===== src/sv/radix_sort_descending_assert.svh =====
// Assertion macros for the descending radix sort block
`ifndef RADIX_SORT_DESCENDING_ASSERT_SVH
`define RADIX_SORT_DESCENDING_ASSERT_SVH
`ifndef NO_ASSERTIONS
`define RSD_ASSERT_IMPL(label, ante, cons) \
   label: assert property (@(posedge clock) disable iff (reset) (ante) |-> (cons)) \
      else $error("assertion failed");
`define RSD_ASSERT_NEXT(label, ante, cons) \
   label: assert property (@(posedge clock) disable iff (reset) (ante) |=> (cons)) \
      else $error("assertion failed");
`else
`define RSD_ASSERT_IMPL(label, ante, cons)
`define RSD_ASSERT_NEXT(label, ante, cons)
`endif
`endif


===== src/sv/rsd_pkg.sv =====
// Shared types and constants for the descending radix sort block
`timescale 1ns / 1ps
package rsd_pkg;
   localparam int KEY_W      = 64;
   localparam int TAG_W      = 16;
   localparam int DIGIT_W    = 8;
   localparam int HIST_DEPTH = 256;
   localparam int KB_W       = 4;
   localparam logic [KB_W-1:0] MAX_KEY_BYTES = 4'd8;
   localparam logic [KB_W-1:0] KB_RESET      = 4'd8;

   typedef enum logic [12:0] {
      ST_LOAD     = 13'b0000000000001,
      ST_CLEAR    = 13'b0000000000010,
      ST_CNT_RD   = 13'b0000000000100,
      ST_CNT_HIST = 13'b0000000001000,
      ST_CNT_WR   = 13'b0000000010000,
      ST_PFX_RD   = 13'b0000000100000,
      ST_PFX_WR   = 13'b0000001000000,
      ST_SCT_RD   = 13'b0000010000000,
      ST_SCT_HIST = 13'b0000100000000,
      ST_SCT_WR   = 13'b0001000000000,
      ST_OUT_RD   = 13'b0010000000000,
      ST_OUT_LD   = 13'b0100000000000,
      ST_OUT_WAIT = 13'b1000000000000
   } state_type;
endpackage


===== src/sv/rsd_hist.sv =====
// Digit histogram memory with registered read
`timescale 1ns / 1ps
module rsd_hist #(
   parameter int CW = 7
) (
   input  logic                          clock,
   input  logic                          wr_en,
   input  logic [rsd_pkg::DIGIT_W-1:0]   wr_addr,
   input  logic [CW-1:0]                 wr_data,
   input  logic [rsd_pkg::DIGIT_W-1:0]   rd_addr,
   output logic [CW-1:0]                 rd_data
);
   logic [CW-1:0] mem [rsd_pkg::HIST_DEPTH];
   logic [CW-1:0] rd_data_ff;

   always_ff @(posedge clock) begin
      if (wr_en) begin
         mem[wr_addr] <= wr_data;
      end
      rd_data_ff <= mem[rd_addr];
   end

   assign rd_data = rd_data_ff;
endmodule

===== config.mk =====
export PLATFORM = sky130hd
export DESIGN_NAME = rsd_hist
export DESIGN_NICKNAME = d
export VERILOG_FILES = /design/src/sv/radix_sort_descending_assert.svh /design/src/sv/rsd_pkg.sv /design/src/sv/rsd_hist.sv
export SDC_FILE = /design/constraint.sdc
export NUM_CORES = 2
export LEC_CHECK = 0
export BUFFER_PORTS_ARGS = -buffer_cell sky130_fd_sc_hd__buf_2
export CORE_UTILIZATION = 40
export CTS_CLUSTER_SIZE = 20
export DETAILED_ROUTE_END_ITERATION = 6
export GPL_TIMING_DRIVEN = 0
export RECOVER_POWER = 25
export SYNTH_ARGS = -nofsm -noshare
export SYNTH_HDL_FRONTEND = slang
export SYNTH_SLANG_ARGS = --single-unit

===== constraint.sdc =====
create_clock -name clock -period 1.8 [get_ports clock]
set_input_delay 0.09 -clock clock [delete_from_list [all_inputs] [get_ports clock]]
set_output_delay 0.09 -clock clock [all_outputs]
set_load 0.01 [all_outputs]

* Yosys cells after proc, flatten, opt, wreduce, memory -nomap -nowiden
Memories as Yosys holds them, arrays and structs flattened. A register that Yosys moved wholly into a read port is not among the register bits.
Index checks and enable logic that the tools add are counted.
** Cells by class
- Mux-type cells :: 2
** Operators by type and width (count)
- $mux 1 :: 2
** Storage, ports and cells
- Word-level logic and storage cells :: 3
- Input port bits :: 25
- Output and inout bits :: 7
- Bits in registers :: 0
- Memories :: 1
- Memory bits (writable) :: 1792
** Memories
- mem :: depth 256, width 7, rd ports 1, clocked after memory_dff 1, write ports 1, RTL line rsd_hist.sv:13 : logic [CW-1:0] mem [rsd_pkg::HIST_DEPTH];

* Logic depth before layout (Yosys ltp)
- Depth in word-level cells :: 2
- Gate-level depth with buffers :: 12
- Gate-level depth less buffers :: 6

* Worst setup path before layout
No wires, ideal clock.
- Path kind :: in2reg
- Start :: input port rd_addr[0] (netlist bit)
- End :: register rd_data_ff[6], in the netlist rd_data[6], read port of mem
- Arrival time :: 1858 ps
- Data required time :: 1673 ps
- Path buffers :: 4
- Library setup time :: 127 ps
- Path slack :: -185 ps
- Stages :: 9
- Cells stage by stage :: buf_6 -> buf_8 -> buf_6 -> buf_6 -> mux4_2 -> a221oi_1 -> o22ai_1 -> nor3_1 -> nor4_2
** RTL lines
- start, declared :: RTL line rsd_hist.sv:10 : input logic [rsd_pkg::DIGIT_W-1:0] rd_addr,
- end, declared :: RTL line rsd_hist.sv:14 : logic [CW-1:0] rd_data_ff;

==> flow_summary.yaml <==
global_routing:
  grt_pass1_wl_mm: 282.9
  antenna_found_initial: 13
  track_usage: 0.2289
  grt_pass1_vias: 35920
  grt_max_degree: 161
  overflow: 0
synthesis:
  postSynthAreaPerCell_um2: 20.76
  synth.distinct_cells: 53
  synth-seq-area-share: 0.7686
  async_reset_ff_frac: 0
  synth_edf_count: 1792
  ys_warn_count: 0
  syn_inst: 3381
  ys.flop_type: "edfxtp_1"
  synth_fp_nets: 3406
  synth_seq_cells: 1799
  syn_area_mm2: 0.07020
layout:
  final_area_mm2: 0.08168
  n_fill_cell: 14340
  layout-drive-gt1-share: 0.2992
  final_common_cell: "edfxtp_1"
  fin_nets: 3640
  layout-area-overhead-vs-synth_pct: 16.35
  regArea_mm2: 0.05395
  final_util: 0.4694
  multi_input_area_mm2: 0.01655
  final_cell_mix: "1792 x edfxtp_1, 383 x mux4_2, 186 x clkbuf_16, 154 x mux2i_1, 123 x nor2_1"
timing:
  fmax_mhz: 418.7
  holdWs_ns: 0.02627
  final_min_period_over_clock_period: 1.327
  slew_headroom: -0.2013
  fin_crit_ns: 2.388
  setup_viol: 384
  hold_viol: 0
  rsz0062_at_grt: "yes"
  fin_skew_ns: 0.05648
  worstMarginPinSlew_ns: 1.802
  drv_slew: 497
  fin_tns_setup_ns: -50.78
  worst_slack_ns: -0.5881
worst_setup_path:
  crit_path_top_delay_cell: "nor2_2"
  cp-end-kind: "register"
  required_ns: 2.49
  r2r_slack_ns: -0.55
  worstRegToRegCells: 6
  slowest_delay_ns: 0.71
  critPathMaxFanout: 10
  cpMostUsedCell: "buf_4"
  reg2reg_from: "mem[104][5]$_DFFE_PP_"
  worstPathCellList: "buf_4, buf_4, buf_2, clkbuf_4, nor2_2, a221oi_4, o22ai_1, nor3_2, nor4_2"
  r2r-end: "rd_data[5]$_DFF_P_"
  cp_data_arrival_time_ns: 3.08
  start_kind: "primary input"
  worstSetupPathType: "primary input to register"
clocking:
  cts_buffer_depth: 3
  clk_pin_slew_ns: 0.06
  cts_max_level: 4
  tritoncts: "yes"
  root_buffer: "clkbuf_16"
  insertion_delay_ns: 0.84
  cts_sinks: 1799
  cts_buffers: 185
placed_design:
  post-dp-hpwl_mm: 135.9
  finalWeightedCongestion: 0.9163
  dpl_cell_area_mm2: 0.07379
  port_buffers: 23
status:
  status: "finished, violations left"
  violations: "max-capacitance violations, max-slew violations, negative setup slack"
route:
  route.vias.total: 35990
  drt_wl_total_mm: 203.9
  firstDrtPassIters: 5
  wl_per_cell_um: 33.46
  drc: 0
  routed_via_density: 5.906
  drt_iter0_drc: 5050
  drt.antenna.violating_nets: 0
floorplan:
  die_area_mm2: 0.1772
  die_y_um: 420.9
  core_area_mm2: 0.1740
  floorplan.io_pins: 32
  rows: 153
  initial_utilization: 0.4034
  die_w_um: 420.9
min_path:
  min_path_cells: 3
  hold_path.class: "primary input to register"
  min_from: "wr_addr[6]"
  hold_end: "mem[214][5]$_DFFE_PP_"
job:
  drv_cap: 3
pwr:
  p_total_uw: 89300
  power_density_mw_per_mm2: 1093
  ir_drop_mv: 1.012
  p_leak_uw: 0.02499
-- worst max-delay path: cells and delay by family --
kind                   cells  cell delay, ns
AOI/OAI and AO/OA          2            0.73
buffers and inverters      4            1.03
and+or+nand+nor            3            1.18
-- worst max path at each step --
stage                                startpoint                 end  slack [ns]
after floorplan                      rd_addr[0]  rd_data[6]$_DFF_P_       -0.07
after global placement               rd_addr[2]  rd_data[5]$_DFF_P_       -3.13
after detailed placement             rd_addr[2]  rd_data[5]$_DFF_P_       -3.14
after CTS                  mem[46][0]$_DFFE_PP_  rd_data[0]$_DFF_P_       -0.52
after global routing      mem[144][4]$_DFFE_PP_  rd_data[4]$_DFF_P_       -0.52
final                                rd_addr[1]  rd_data[4]$_DFF_P_       -0.59
-- cells by family after synthesis --
logic type / synth area share
buf+inv: 0.01970
mux: 0.1481
compound gates: 0.02932
simple gates: 0.03433
flops: 0.7686
-- power breakdown --
part	switching [uW]	internal [uW]	leakage [uW]	total, uW
logic	3520	1710	0.00593	5230
registers	24.5	46200	0.0162	46200
clock network	16700	21200	0.00290	37800
-- layout make-up --
type,count,share of cell area
Buffer,202,0.02094
Tap cell,2325,0.03562
Sequential cell,1799,0.6605
Inverter,3,0.0001379
Timing Repair Buffer,49,0.006296
Clock buffer,229,0.05933
Antenna cell,6,0.0001838
Clock inverter,106,0.01435
Multi-Input combinational cell,1375,0.2026
-- sequential cells by signal, summed over array words and instances, names as in the netlist --
signal	cells
mem	1792
rd_data	7
-- synth_stat cells (all sizes together) (18+ instances only) --
cell | number | area (um2)
o21ai | 18 | 90.09
a22oi | 61 | 457.9
nand2 | 74 | 277.8
edfxtp | 1792 | 53810
mux4 | 390 | 8821
nor4 | 36 | 231.5
nor3 | 38 | 190.2
o22ai | 71 | 475.5
buf | 115 | 1036
a21oi | 46 | 230.2
a221oi | 20 | 175.2
clkbuf | 89 | 335.3
nor2 | 294 | 1104
nand3 | 40 | 200.2
mux2i | 155 | 1551
-- metal layers --
metal	track usage	up-vias	share of wire
li1	-	14570	-
met1	0.3152	19190	0.40
met2	0.3561	1852	0.47
met3	0.04665	374	0.091
met4	0.09446	0	0.047
met5	0	-	0
-- what timing repair did --
action,4_1_cts,5_1_grt
buffers inserted,9,0
endpoints found under the hold margin,778,0
resized for setup,391,47
gates cloned,0,0
hold buffers,7,0
setup endpoints to repair,1204,596
pin swaps,23,17
-- metrics by stage --
step / std cells / setup slack, ns
global placement: 5729 / -3.130
CTS: 6089 / -0.5188
global route: 6092 / -0.5174
detailed placement: 5739 / -3.141
finish: 6094 / -0.5881
floorplan: 3381 / -0.06637
Note: power is estimated with default switching activity, not from simulation.
